<file path="src/des_rks_pkg.sv">
`timescale 1ns / 1ps
// des_rks_pkg: permuted choice tables, rotation schedule and selection functions
// for the des round key schedule; no dependencies
package des_rks_pkg;

    localparam int KeyW   = 64;
    localparam int HalfW  = 28;
    localparam int CdW    = 56;
    localparam int SubW   = 48;
    localparam int Rounds = 16;
    localparam int RoundW = 4;
    localparam int NumW   = 5;

    // first permuted choice, des bit numbers counted from the key msb
    localparam byte unsigned PC1_TAB [CdW] = '{
        8'd57, 8'd49, 8'd41, 8'd33, 8'd25, 8'd17, 8'd9,
        8'd1,  8'd58, 8'd50, 8'd42, 8'd34, 8'd26, 8'd18,
        8'd10, 8'd2,  8'd59, 8'd51, 8'd43, 8'd35, 8'd27,
        8'd19, 8'd11, 8'd3,  8'd60, 8'd52, 8'd44, 8'd36,
        8'd63, 8'd55, 8'd47, 8'd39, 8'd31, 8'd23, 8'd15,
        8'd7,  8'd62, 8'd54, 8'd46, 8'd38, 8'd30, 8'd22,
        8'd14, 8'd6,  8'd61, 8'd53, 8'd45, 8'd37, 8'd29,
        8'd21, 8'd13, 8'd5,  8'd28, 8'd20, 8'd12, 8'd4
    };

    // second permuted choice, des bit numbers counted from the msb of c:d
    localparam byte unsigned PC2_TAB [SubW] = '{
        8'd14, 8'd17, 8'd11, 8'd24, 8'd1,  8'd5,
        8'd3,  8'd28, 8'd15, 8'd6,  8'd21, 8'd10,
        8'd23, 8'd19, 8'd12, 8'd4,  8'd26, 8'd8,
        8'd16, 8'd7,  8'd27, 8'd20, 8'd13, 8'd2,
        8'd41, 8'd52, 8'd31, 8'd37, 8'd47, 8'd55,
        8'd30, 8'd40, 8'd51, 8'd45, 8'd33, 8'd48,
        8'd44, 8'd49, 8'd39, 8'd56, 8'd34, 8'd53,
        8'd46, 8'd42, 8'd50, 8'd36, 8'd29, 8'd32
    };

    // set for each round that rotates by two places, first round at the lsb
    localparam logic [Rounds-1:0] ROT_TWO = 16'b0111_1110_1111_1100;

    function automatic logic [CdW-1:0] pc1(input logic [KeyW-1:0] key);
        logic [CdW-1:0] sel;
        logic [5:0]     idx;
        sel = '0;
        for (int i = 0; i < CdW; i++)
        begin
            idx = 6'(KeyW - int'(PC1_TAB[i]));
            sel[CdW-1-i] = key[idx];
        end
        return sel;
    endfunction

    function automatic logic [SubW-1:0] pc2(input logic [CdW-1:0] cd);
        logic [SubW-1:0] sub;
        logic [5:0]      idx;
        sub = '0;
        for (int i = 0; i < SubW; i++)
        begin
            idx = 6'(CdW - int'(PC2_TAB[i]));
            sub[SubW-1-i] = cd[idx];
        end
        return sub;
    endfunction

endpackage

</file>
<file path="src/des_rks_round.sv">
`timescale 1ns / 1ps
// des_rks_round: one key schedule round, rotate both halves and apply pc2
// depends on des_rks_pkg
module des_rks_round
(
    input  logic [des_rks_pkg::HalfW-1:0] c_in,
    input  logic [des_rks_pkg::HalfW-1:0] d_in,
    input  logic                          two,
    output logic [des_rks_pkg::HalfW-1:0] c_out,
    output logic [des_rks_pkg::HalfW-1:0] d_out,
    output logic [des_rks_pkg::SubW-1:0]  sub
);

    always_comb
    begin
        if (two)
        begin
            c_out = {c_in[des_rks_pkg::HalfW-3:0], c_in[des_rks_pkg::HalfW-1 -: 2]};
            d_out = {d_in[des_rks_pkg::HalfW-3:0], d_in[des_rks_pkg::HalfW-1 -: 2]};
        end
        else
        begin
            c_out = {c_in[des_rks_pkg::HalfW-2:0], c_in[des_rks_pkg::HalfW-1]};
            d_out = {d_in[des_rks_pkg::HalfW-2:0], d_in[des_rks_pkg::HalfW-1]};
        end
        sub = des_rks_pkg::pc2({c_out, d_out});
    end

endmodule

</file>
<file path="src/des_round_key_schedule_unit.sv">
`timescale 1ns / 1ps
// des_round_key_schedule_unit: top level, takes a des key and delivers its sixteen subkeys
// depends on des_rks_pkg and des_rks_round
//
//   channel   direction  handshake                  payload
//   key       in         key_valid / key_ready      key[63:0]
//   round     out        round_valid / round_ready  round_key[47:0], round_number[4:0],
//                                                   last_round
//
// a key beat loads pc1(key) into the c/d registers; the shared round
// unit then makes one rotation and one subkey per cycle while the output side does not
// stall, sixteen in all, and a new key is taken only once the last subkey is made
// the round unit is a single instance reused once per round
// a stall on the round channel holds the round unit until the output register frees up
// reset clears the sequencer and output valid; c/d and output payload are not reset
module des_round_key_schedule_unit
(
    input  logic        clk,
    input  logic        rst_n,
    input  logic        key_valid,
    output logic        key_ready,
    input  logic [63:0] key,
    output logic        round_valid,
    input  logic        round_ready,
    output logic [47:0] round_key,
    output logic [4:0]  round_number,
    output logic        last_round
);

    // sequencer states, one-hot
    typedef enum logic [1:0]
    {
        ST_IDLE = 2'b01,
        ST_RUN  = 2'b10
    } state_t;

    state_t state_reg, state_next;

    // key halves under rotation
    logic [des_rks_pkg::HalfW-1:0] c_reg, c_next;
    logic [des_rks_pkg::HalfW-1:0] d_reg, d_next;

    // which round the shared unit works on next, 0 to 15
    logic [des_rks_pkg::RoundW-1:0] round_cnt_reg, round_cnt_next;

    // output register
    logic                          out_valid_reg, out_valid_next;
    logic [des_rks_pkg::SubW-1:0]  out_key_reg, out_key_next;
    logic [des_rks_pkg::NumW-1:0]  out_num_reg, out_num_next;
    logic                          out_last_reg, out_last_next;

    // shared round unit results
    logic [des_rks_pkg::HalfW-1:0] c_rot;
    logic [des_rks_pkg::HalfW-1:0] d_rot;
    logic [des_rks_pkg::SubW-1:0]  sub;

    logic [des_rks_pkg::CdW-1:0]   pc1_sel;
    logic                          key_fire;
    logic                          out_free;
    logic                          step;

    des_rks_round u_round
    (
        .c_in  (c_reg),
        .d_in  (d_reg),
        .two   (des_rks_pkg::ROT_TWO[round_cnt_reg]),
        .c_out (c_rot),
        .d_out (d_rot),
        .sub   (sub)
    );

    assign pc1_sel   = des_rks_pkg::pc1(key);
    assign key_ready = (state_reg == ST_IDLE);
    assign key_fire  = key_valid && key_ready;

    // output register can take a new subkey when empty or being drained this cycle
    assign out_free  = !out_valid_reg || round_ready;
    assign step      = (state_reg == ST_RUN) && out_free;

    always_comb
    begin
        state_next     = state_reg;
        c_next         = c_reg;
        d_next         = d_reg;
        round_cnt_next = round_cnt_reg;
        out_valid_next = out_valid_reg;
        out_key_next   = out_key_reg;
        out_num_next   = out_num_reg;
        out_last_next  = out_last_reg;

        // beat taken downstream
        if (out_valid_reg && round_ready)
        begin
            out_valid_next = 1'b0;
        end

        case (state_reg)
            ST_IDLE:
            begin
                if (key_fire)
                begin
                    c_next         = pc1_sel[des_rks_pkg::CdW-1:des_rks_pkg::HalfW];
                    d_next         = pc1_sel[des_rks_pkg::HalfW-1:0];
                    round_cnt_next = '0;
                    state_next     = ST_RUN;
                end
            end
            ST_RUN:
            begin
                if (step)
                begin
                    c_next         = c_rot;
                    d_next         = d_rot;
                    out_valid_next = 1'b1;
                    out_key_next   = sub;
                    out_num_next   = {1'b0, round_cnt_reg} + 5'd1;
                    out_last_next  = (round_cnt_reg == 4'(des_rks_pkg::Rounds - 1));
                    round_cnt_next = round_cnt_reg + 4'd1;
                    if (round_cnt_reg == 4'(des_rks_pkg::Rounds - 1))
                    begin
                        state_next = ST_IDLE;
                    end
                end
            end
            default:
            begin
                state_next = ST_IDLE;
            end
        endcase
    end

    // control state
    always_ff @(posedge clk or negedge rst_n)
    begin
        if (!rst_n)
        begin
            state_reg     <= ST_IDLE;
            round_cnt_reg <= '0;
            out_valid_reg <= 1'b0;
        end
        else
        begin
            state_reg     <= state_next;
            round_cnt_reg <= round_cnt_next;
            out_valid_reg <= out_valid_next;
        end
    end

    // payload, no reset needed
    always_ff @(posedge clk)
    begin
        c_reg        <= c_next;
        d_reg        <= d_next;
        out_key_reg  <= out_key_next;
        out_num_reg  <= out_num_next;
        out_last_reg <= out_last_next;
    end

    assign round_valid  = out_valid_reg;
    assign round_key    = out_key_reg;
    assign round_number = out_num_reg;
    assign last_round   = out_last_reg;

    // a key beat starts the sequencer at round one
    a_start: assert property (@(posedge clk) disable iff (!rst_n)
        key_fire |=> (state_reg == ST_RUN) && (round_cnt_reg == '0))
        else $error("sequencer did not start at round one after a key beat");

    // last flag marks exactly the sixteenth subkey
    a_last: assert property (@(posedge clk) disable iff (!rst_n)
        round_valid |-> (last_round == (round_number == 5'd16)))
        else $error("last_round does not match round_number");

    // subkeys of one key follow each other without gaps in numbering
    a_order: assert property (@(posedge clk) disable iff (!rst_n)
        (round_valid && round_ready && !last_round)
            |=> round_valid && (round_number == $past(round_number) + 5'd1))
        else $error("subkey round numbers out of sequence");

endmodule
</file>
<file path="config.mk">
export PLATFORM = sky130hd
export DESIGN_NAME = des_round_key_schedule_unit
export DESIGN_NICKNAME = d
export VERILOG_FILES = /design/src/des_rks_pkg.sv /design/src/des_rks_round.sv /design/src/des_round_key_schedule_unit.sv
export SDC_FILE = /design/constraint.sdc
export NUM_CORES = 1
export LEC_CHECK = 0
export BUFFER_PORTS_ARGS = -buffer_cell sky130_fd_sc_hd__clkbuf_2
export CAP_MARGIN = 10
export CORE_ASPECT_RATIO = 1.25
export CORE_MARGIN = 5
export CORE_UTILIZATION = 35
export CTS_CLUSTER_DIAMETER = 30
export DETAILED_ROUTE_END_ITERATION = 10
export GPL_TIMING_DRIVEN = 0
export PLACE_DENSITY = 0.52
export SETUP_SLACK_MARGIN = 0.05
export SLEW_MARGIN = 20
export SYNTH_ARGS = -nofsm -noshare
export SYNTH_HDL_FRONTEND = slang
export SYNTH_HIERARCHICAL = 1
export SYNTH_SLANG_ARGS = --single-unit
</file>
<file path="constraint.sdc">
create_clock -name clk -period 2.9 [get_ports clk]
set_clock_uncertainty 0.05 [all_clocks]
set_input_delay 0.58 -clock clk [delete_from_list [all_inputs] [get_ports clk]]
set_output_delay 0.58 -clock clk [all_outputs]
set_load 0.02 [all_outputs]
</file>
==> impl_results.md, run 1 <==
- CP Capture Type: register
- Fin crit share: between 70% and 80%
- DIE AREA: around 19,000 um2
- Routed WL per cell: about 14 um
- Final max-slew violation count: 0
- Endpoints failing setup: 0
- Core area: 15,700 um2
- Placed inst area: ~6500 um2
- Site Rows: 51
- VDD IR max: 697 uV
- Fin area: ~7000 um2
- Share of cells above drive strength 1: a little under half
- Most frequent cells in the layout: nand2_1 (173), clkbuf_2 (115), edfxtp_1 (109), buf_4 (56), mux2_4 (40)
- Gate Count Post-Synth: approximately 440
- TNS Setup: 0 ps
- YS warnings: 6
- Startpoint types: register
- Reg area: ~3400 um2
- Pre-Repair DR Iteration Count: 4
- CTS tree: done
- Worst slack at placement: around 630 ps
- Pwr/cell area: between 1000 and 1500 nW/um2
- DIE WIDTH: around 120 um
- Worst Path Arrival: 2370 ps
- Commonest non-fill, non-tap cell in the layout: nand2_1
- Syn Std Cell Area: about 5600 um2
- Synth unique cells: 27
- Antenna-violating nets left: 0
- Syn Area/Cell: roughly 13 um2
- Hold wc startpoint: key[5]
- RSZ-0062 raised after global routing: no
- DRC violations left: 0
- Final worst slack: ~640 ps
- Leakage Power: around 3.1 nW
- Worst-margin pin slew: about 740 ps
- Max_slew headroom: between 50% and 60%
- Total gr overflow: 0
- Nets: 650
- Vias in the first global route: roughly 3,600
- Post-Route WL: about 11,000 um
- Top Ports: around 120
- Number of synthesized register bits: about 120
- Outcome: complete, no violations
- CTS Buf Count: 17
- Min cycle time layout: 2260 ps
- FMAX: around 440 MHz
- Multi-input gate area: about 1600 um2
- Total track usage: a little over an eighth
- TritonCTS Sinks: about 120
- First-pass GRT wire length: 18,300 um
- Req. time, crit path: between 3000 and 4000 ps
- Max-Cap Viols: 0
- IO buf count: 115
- Starting Density: between 30 and 40%
- Worst hold path class: in -> reg
- Final hold viol count: 0
- Setup CP Type: reg -> reg
- Fillcell total: 1,518
- Post-Route Utilization: approximately 45%
- Iteration-0 DRC Markers: just under 200
- # resized after CTS: 0
- CTS Buffer Depth: 2
- Largest net degree at the start of global routing: 57
- Vias: between 3,000 and 4,000
- Die height: approximately 150 um
- Critical path launch point: round_cnt_reg[0]
- Area Overhead vs Synth: 25.7%
- Clk slew on worst S/H paths: roughly 50 ps
- Gp weighted congestion: about 0.76
- Final HPWL DP: 8170 um
- Synthesized net count: between 500 and 600
- Reg2reg start: round_cnt_reg[0]
- Worst-path maximum fanout: 10
- Max reg flops: 48
- Clock latency on the worst-skew pair: between 400 and 500 ps
- DR vias/cell: approximately 4.2
- Initial antenna violation count: 0
- H-Tree Depth: 4
- ANT cells: 0
- Root Driver: clkbuf_16
- Seq/Total Area, Yosys: 61.4%
==> synthesized netlist by cell type (all sizes together) <==
library cell / count / area (um2)
a21boi: 1 / 11.3
a21o: 1 / 7.51
a221o: 1 / 10.0
a22o: 2 / 17.5
and2: 1 / 6.26
and2b: 1 / 7.51
and3: 1 / 6.26
buf: 69 / 529
dfrtp: 6 / 150
dfstp: 1 / 26.3
edfxtp: 109 / 3270
ha: 3 / 37.5
inv: 3 / 11.3
mux2: 57 / 792
nand2: 173 / 649
nand2b: 2 / 12.5
nand3: 1 / 5.00
nand3b: 1 / 7.51
nor2: 1 / 6.26
nor2b: 3 / 18.8
nor4b: 1 / 8.76
o21ai: 2 / 10.0
xnor2: 1 / 8.76
xor2: 1 / 8.76
==> where the power goes <==
group | internal (W) | switching, W
combinational | 0.00171 | 0.00149
clock | 0.00118 | 0.000696
sequential | 0.00271 | 0.000239
==> cell families after synthesis <==
logic type	count (synthesis)	share of synthesized area (%)
simple gates	185	13.0
flops	116	61.4
buf+inv	72	9.61
mux	57	14.1
compound gates	7	1.00
fa+ha+maj	3	0.668
xor+xnor	2	0.312
==> routing by layer <==
metal	up-vias	part of all wire, %	GRT usage, %	wire length (um)
met5	-	0	0	0
met2	77	48	20.6	5490
li1	1731	-	-	-
met4	0	2.1	6.32	242
met1	1547	45	16.4	5120
met3	15	5.5	3.75	634
==> worst max-delay path, cell delays in order, from the launching register on <==
cell     delay, ps
dfrtp_1        420
inv_1           80
ha_1           200
nand2_1         50
o21ai_0         70
o21ai_0        260
buf_6          220
buf_6          200
mux2_4         330
buf_4          130
==> area by class of cell <==
type	count	share of cell area [%]
plain buffers	69	7.49
clock buffers	27	7.12
clock inverters	5	0.390
inverters	3	0.195
multi-input cells	254	23.2
flip-flops and latches	116	48.8
well taps	212	3.75
repair buffers	118	9.07
==> final timing paths <==
check / endpoint / slack, ps / cells after the start
max: round_key[39] / 640 / 9
min: c_reg[11] / 390 / 3
max reg2reg: round_key[39] / 640 / 9
min reg2reg: state_reg[1] / 510 / 2
max in group asynchronous: state_reg[0] / 2050 / 2
min in group asynchronous: round_valid / 500 / 2
==> per-stage QoR <==
stage	instances	total power, W	hold WS (ps)
4_1_cts	804	0.00814	367
3_5_place_dp	771	0.00622	387
6_report	804	0.00801	386
5_1_grt	804	0.00852	380
3_3_place_gp	769	0.00615	384
2_1_floorplan	442	0.00548	234
==> timing repair <==
action	4_1_cts	5_1_grt
buffers inserted	0	0
endpoints found under the hold margin	6	0
hold buffers	1	0
(Power assumes the default switching activity.)
==> inputs of run 2 (changes only) <==
ABC_AREA = 1   (was unset)
clock period = 2.1 ns   (was 2.9 ns; I/O delays follow)
==> run 2 against run 1 <==
  * Die area decreased by 1.5%
  * Critical path type unchanged
  * Highest routed layer unchanged
  * Sequential power increased by 37%
  * Non-clock buffer count increased by 9
  * Global-route usage increased by 1.2 points
  * Sequential share of layout area increased by 0.087 points
  * Total power increased by 33%
==> impl_results.md, run 2 <==
- Outcome: complete, no violations
- Endpoints failing setup: 0 (unchanged)
- YS warnings: 6 (unchanged)
- ANT cells: 0 (unchanged)
- Worst-path maximum fanout: 10 (unchanged)
- Crit path max-delay family: buffers and inverters
- Worst reg2reg endpoint: round_key[13]
- VDD IR max: 774 uV (+11%)
- Worst Path Arrival: 2020 ps (-350 ps)
- Flop2flop setup slack: 200 ps (-440 ps)
- DIE AREA: 18,400 um2 (-1.5%)
- Vias: 4,029 (+20%)
- Core area: 15,600 um2 (-0.81%)
- Max_slew headroom: 55.4% (+4.9 points)
- Synth unique cells: 19 (-30%)
- Met2 Track Usage GR: 24.0% (+3.4 points)
- Setup CP Type: reg -> reg
- DR vias/cell: 4.28 (+2.1%)
- Fin crit share: 90.5% (+13 points)
- Max reg flops: 48 (unchanged)
- Antenna-violating nets left: 0 (unchanged)
- IO buf count: 115 (unchanged)
- CP Buf/Inv Count: 5 (+1)
- DRC violations left: 0 (unchanged)
- Post-synth EDFFs: 109 (unchanged)
- Final hold viol count: 0 (unchanged)
- Post-synth ARST share: 6.03% (unchanged)
- Post-synth top cells: nand2_1 (348), edfxtp_1 (109), buf_4 (51), buf_6 (13)
- Iteration-0 DRC Markers: 261 (+32%)
- TritonCTS Sinks: 116 (unchanged)
- Req. time, crit path: 2210 ps (-810 ps)
- Most frequent cells in the layout: nand2_1 (346), clkbuf_2 (115), edfxtp_1 (109), buf_4 (53), clkbuf_16 (17)
- Final Total Pwr: 0.0106 W (+33%)
- FMAX: 526 MHz (+19%)
- Critical path's slowest cell: dfrtp_2
- Nets: 788 (+21%)
- Seq/Total Area, Yosys: 62.4% (+1.0 points)
- DIE WIDTH: 122 um (-0.76%)
- Share of cells above drive strength 1: 32.1% (-14 points)
- Pre-Repair DR Iteration Count: 5 (+1)
- Initial antenna violation count: 0 (unchanged)
- Final non-filler cell total: 941 (+17%)
- Top FF cell, synth: edfxtp_1
- Grt met3 use: 3.68% (-0.068 points)
- Starting Density: 35.5% (-0.30 points)
- Largest net degree at the start of global routing: 57 (unchanged)
- Pwr/cell area: 1510 nW/um2 (+33%)
- Syn Std Cell Area: 5530 um2 (-1.6%)
- CTS Buffer Depth: 2 (unchanged)
- Worst-margin pin slew: 669 ps (-74.5 ps)
- Area Overhead vs Synth: 27.7%
- Crit path to: round_key[13]
- Die height: 151 um (-0.77%)
- Most numerous cell in the Yosys netlist: nand2_1
- GRT busiest layer: met2
- CTS Buf Count: 17 (unchanged)
- Leakage Power: 3.39 nW (+8.1%)
- Startpoint types: register
- Cell depth of the worst flop-to-flop path: 10 (+1)
- Worst hold path class: in -> reg
- CTS tree: done
- Top Ports: 124 (unchanged)
- RSZ-0062 raised after global routing: no
- First-pass GRT wire length: 20,300 um (+11%)
- Most area-hungry cell type in the Yosys netlist: edfxtp_1
- Total track usage: 14.3% (+1.2 points)
- Fillcell total: 1,574 (+3.7%)
- Final max-slew violation count: 0 (unchanged)
- Final HPWL DP: 8930 um (+9.3%)
- CP Capture Type: register
- Min cycle time layout: 1900 ps (-355 ps)
- Routed WL per cell: 13.4 um (-6.6%)
- Vias in the first global route: 4,154 (+15%)
- Post-Route WL: 12,600 um (+9.3%)
- Ranking of synthesized cells by area: edfxtp_1 (59%), nand2_1 (24%), buf_4 (6.9%)
- H-Tree Depth: 4 (unchanged)
- Clk slew on worst S/H paths: 50 ps (about the same)
- Max-Cap Viols: 0 (unchanged)
- Gp weighted congestion: 0.797 (+5.5%)
- Site Rows: 51 (unchanged)
- Total gr overflow: 0 (unchanged)
- Gate Count Post-Synth: 575 (+30%)
- Reg2reg start: round_cnt_reg[0]
- Slowest stage delay, CP: 420 ps (about the same)
- # placed instances: 904 (+17%)
- Synthesized net count: 646 (+26%)
- Commonest non-fill, non-tap cell in the layout: nand2_1
- Crit-path cells: inv_1, ha_1, inv_1, o21ai_1, nand2_2, buf_6, buf_6, nand2_1, nand2_1, buf_4
- GRT met1 Usage: 17.7% (+1.3 points)
- Number of synthesized register bits: 116 (unchanged)
- Clock latency on the worst-skew pair: 400 ps (about the same)
- Root Driver: clkbuf_16
- Critical Path Stages: 10 (+1)
- Top cell type's share of synthesized area: 59.2% (+0.98 points)
- Syn Area/Cell: 9.62 um2 (-24%)
- Critical path launch point: round_cnt_reg[0]
[run 2: metrics by stage]
stage / setup slack [ps] / util (%) / instance area (um2) / hold WS [ps] / setup TNS, ps
final: 199 / 45.3 / 7060 / 235 / 0
after global routing: 49.2 / 45.3 / 7060 / 237 / 0
after CTS: 75.5 / 45.0 / 7010 / 212 / 0
after detailed placement: 23.0 / 41.4 / 6440 / 225 / 0
after global placement: -298 / 41.0 / 6380 / 220 / -16080
after floorplan: 80.9 / - / 5540 / 74.4 / 0
[run 2: tightest hold or removal path: cells and delay by family]
family	cells	cell delay (ps)
buf+inv	1	70
simple gates	2	90
[run 2: cells by family after synthesis]
kind of cell / share of synthesized area, %
simple gates: 25.2
flops: 62.4
compound gates: 0.362
buf+inv: 11.2
fa+ha+maj: 0.679
xor+xnor: 0.158
[run 2: report_power, final]
| part | internal (W) | switching, W | total [W] | leakage (nW) |
|---|---|---|---|---|
| logic | 0.00166 | 0.00226 | 0.00391 | 2.02 |
| registers | 0.00372 | 0.000310 | 0.00403 | 1.11 |
| clock network | 0.00171 | 0.000980 | 0.00269 | 0.270 |
[run 2: how the worst min path moves through the flow]
stage	startpoint	to	cells after the start
6_report	key[4]	c_reg[3]	3
5_1_grt	key[25]	d_reg[24]	3
4_1_cts	key[4]	c_reg[3]	3
3_5_place_dp	rst_n	round_valid	1
3_3_place_gp	rst_n	round_cnt_reg[2]	1
2_1_floorplan	rst_n	round_cnt_reg[0]	0
[run 2: timing repair]
item,in CTS,in global routing
hold buffers,1,0
gates resized for setup,1,7
endpoints found under the hold margin,6,0
buffers inserted,0,4
endpoints found under the setup margin,56,93
cloned,0,1
pin swaps,0,2
[run 2: area by class of cell]
| type | instances | area (um2) | area share [%] |
|---|---|---|---|
| flip-flops and latches | 116 | 3450 | 48.9 |
| multi-input cells | 375 | 1500 | 21.2 |
| repair buffers | 122 | 671 | 9.50 |
| plain buffers | 74 | 584 | 8.28 |
| clock buffers | 18 | 429 | 6.08 |
| well taps | 212 | 265 | 3.76 |
| clock inverters | 13 | 118 | 1.67 |
| inverters | 11 | 41.3 | 0.585 |
[run 2: routing by layer]
layer | part of all wire, % | up-vias
met5 | 0 | -
met4 | 1.7 | 0
met3 | 5.6 | 14
met2 | 50 | 103
met1 | 43 | 1840
li1 | - | 2072
==> inputs of run 3 (changes only) <==
CORE_MARGIN = 3   (was 5)
CORE_UTILIZATION = 54   (was 35)
PLACE_DENSITY = 0.76   (was 0.52)
==> run 3 against run 2 <==
  * Fmax down 3.9%
  * Flip-flop and latch count unchanged
  * First-iteration DRC count up 24%
  * Register-to-register slack worse by 80 ps
  * Highest routed layer unchanged
==> impl_results.md, run 3 (same netlist as run 2, synthesis figures left out) <==
- Flop2flop setup slack: 120 ps (-80 ps)
- CP Capture Type: register
- Setup CP Type: reg -> reg
- Max reg flops: 48 (unchanged)
- Commonest non-fill, non-tap cell in the layout: nand2_1
- CTS tree: done
- Vias in the first global route: 4,092 (-1.5%)
- Starting Density: 56.4% (+21 points)
- CTS Buffer Depth: 2 (unchanged)
- Fin crit share: 94.2% (+3.7 points)
- CTS Buf Count: 17 (unchanged)
- Total track usage: 21.7% (+7.5 points)
- Antenna-violating nets left: 0 (unchanged)
- Site Rows: 40 (-22%)
- Gp weighted congestion: 0.770 (-3.3%)
- Crit-path cells: ha_1, a21oi_2, o21ai_0, nand2_1, inv_2, buf_6, buf_6, nand2_1, nand2_1, buf_4
- Total gr overflow: 0 (unchanged)
- Worst hold path class: in -> reg
- VDD IR max: 1320 uV (+71%)
- Routed WL per cell: 13.7 um (+2.7%)
- Outcome: complete, no violations
- Final hold viol count: 0 (unchanged)
- Reg2reg start: round_cnt_reg[0]
- Final HPWL DP: 8030 um (-10%)
- TritonCTS Sinks: 116 (unchanged)
- Most frequent cells in the layout: nand2_1 (344), clkbuf_2 (115), edfxtp_1 (109), buf_4 (51), clkbuf_16 (17)
- Crit path to: round_key[24]
- Nets: 785 (-0.38%)
- Worst-margin pin slew: 690 ps (+21.1 ps)
- H-Tree Depth: 4 (unchanged)
- Largest net degree at the start of global routing: 57 (unchanged)
- Placed inst area: 6330 um2 (-1.7%)
- Startpoint types: register
- Critical path launch point: round_cnt_reg[0]
- Fin area: 6920 um2 (-1.9%)
- DIE WIDTH: 96.5 um (-21%)
- Core area: 9810 um2 (-37%)
- Iteration-0 DRC Markers: 324 (+24%)
- Fillcell total: 778 (-51%)
- Clk slew on worst S/H paths: 50 ps (about the same)
- Cell depth of the worst flop-to-flop path: 10 (unchanged)
- Post-Route WL: 11,700 um (-6.9%)
- Root Driver: clkbuf_16
- Pre-Repair DR Iteration Count: 5 (unchanged)
- Die height: 119 um (-21%)
- Multi-input gate area: 1500 um2 (about the same)
- First-pass GRT wire length: 19,000 um (-6.4%)
- ANT cells: 0 (unchanged)
- Vias: 4,091 (+1.5%)
- RSZ-0062 raised after global routing: no
- Share of cells above drive strength 1: 31.1% (-1.0 points)
- Worst-path maximum fanout: 10 (unchanged)
- Slowest stage delay, CP: 450 ps (+30 ps)
- Clock latency on the worst-skew pair: 400 ps (about the same)
- FMAX: 506 MHz (-3.9%)
- Req. time, crit path: 2210 ps (about the same)
- Leakage Power: 3.37 nW (-0.74%)
- Critical path's most frequent cell: nand2_1
- Critical path's slowest cell: dfrtp_2
- Final max-slew violation count: 0 (unchanged)
- Max_slew headroom: 53.9% (-1.5 points)
- DIE AREA: 11,500 um2 (-38%)
- Reg area: 3450 um2 (unchanged)
- Max-Cap Viols: 0 (unchanged)
- Area Overhead vs Synth: 25.2%
- Top Ports: 124 (unchanged)
- Final Total Pwr: 0.0106 W (-0.43%)
- Pwr/cell area: 1530 nW/um2 (+1.5%)
- Min cycle time layout: 1980 ps (+76.9 ps)
- Worst reg2reg endpoint: round_key[24]
- DR vias/cell: 4.80 (+12%)
- Initial antenna violation count: 0 (unchanged)
- IO buf count: 115 (unchanged)
- DRC violations left: 0 (unchanged)
- Worst Path Arrival: 2080 ps (+60 ps)
- Endpoints failing setup: 0 (unchanged)
-- run 3: cell count changes in the layout (fill, tap and decap cells not counted), sizes merged --
cell      change
nor2          -1
clkinvlp      -2
clkbuf        +6
clkinv        -3
buf           -2
-- run 3: metal layers --
layer,wire (um),track usage (%)
met5,0,0
met4,124,9.47
met3,629,4.93
met2,6170,36.0
met1,4780,26.9
-- run 3: worst min path at each step --
stage / start / end / cells after the start
3_3_place_gp: rst_n / round_cnt_reg[3] / 1
3_5_place_dp: rst_n / round_cnt_reg[3] / 1
4_1_cts: key[20] / c_reg[1] / 3
5_1_grt: key[4] / c_reg[3] / 3
2_1_floorplan: rst_n / round_cnt_reg[0] / 0
6_report: key[53] / c_reg[5] / 3
-- run 3: final cells by class --
cell class	instances	share of cell area, %
timing repair buffer	120	9.47
sequential	116	49.9
inverter	11	0.596
multi-input combinational	374	21.6
tap	126	2.28
clock inverter	8	1.21
clock buffer	24	6.52
buffer	74	8.44
-- run 3: what timing repair did --
action                                  CTS  global route
gates resized for setup                   2             8
setup buffers                             0             2
endpoints found under the setup margin    4            88
endpoints found under the hold margin     6             0
hold buffers                              1             0
pin swaps                                 0             3
-- run 3: metrics by stage --
step | setup TNS, ps | std cells | util (%) | worst slack (ps) | hold slack [ps]
floorplan | 0 | 575 | - | 80.9 | 74.4
global placement | -10560 | 816 | 64.0 | -199 | 216
detailed placement | 0 | 818 | 64.6 | 73.0 | 222
CTS | 0 | 851 | 70.2 | 62.0 | 223
global route | 0 | 853 | 70.6 | 20.3 | 235
finish | 0 | 853 | 70.6 | 122 | 238
-- run 3: critical path, delay by kind of cell, from the launching register on --
kind            cells  cell delay [ps]
simple gates        3              290
buf+inv             4              480
fa+ha+maj           1              230
compound gates      2              220
flops               1              450
-- run 3: where the power goes --
part           total [W]  internal [W]  switching, W  leakage (nW)
combinational    0.00390       0.00165       0.00226          2.01
sequential       0.00405       0.00372      0.000326          1.11
clock            0.00263       0.00172      0.000915         0.258
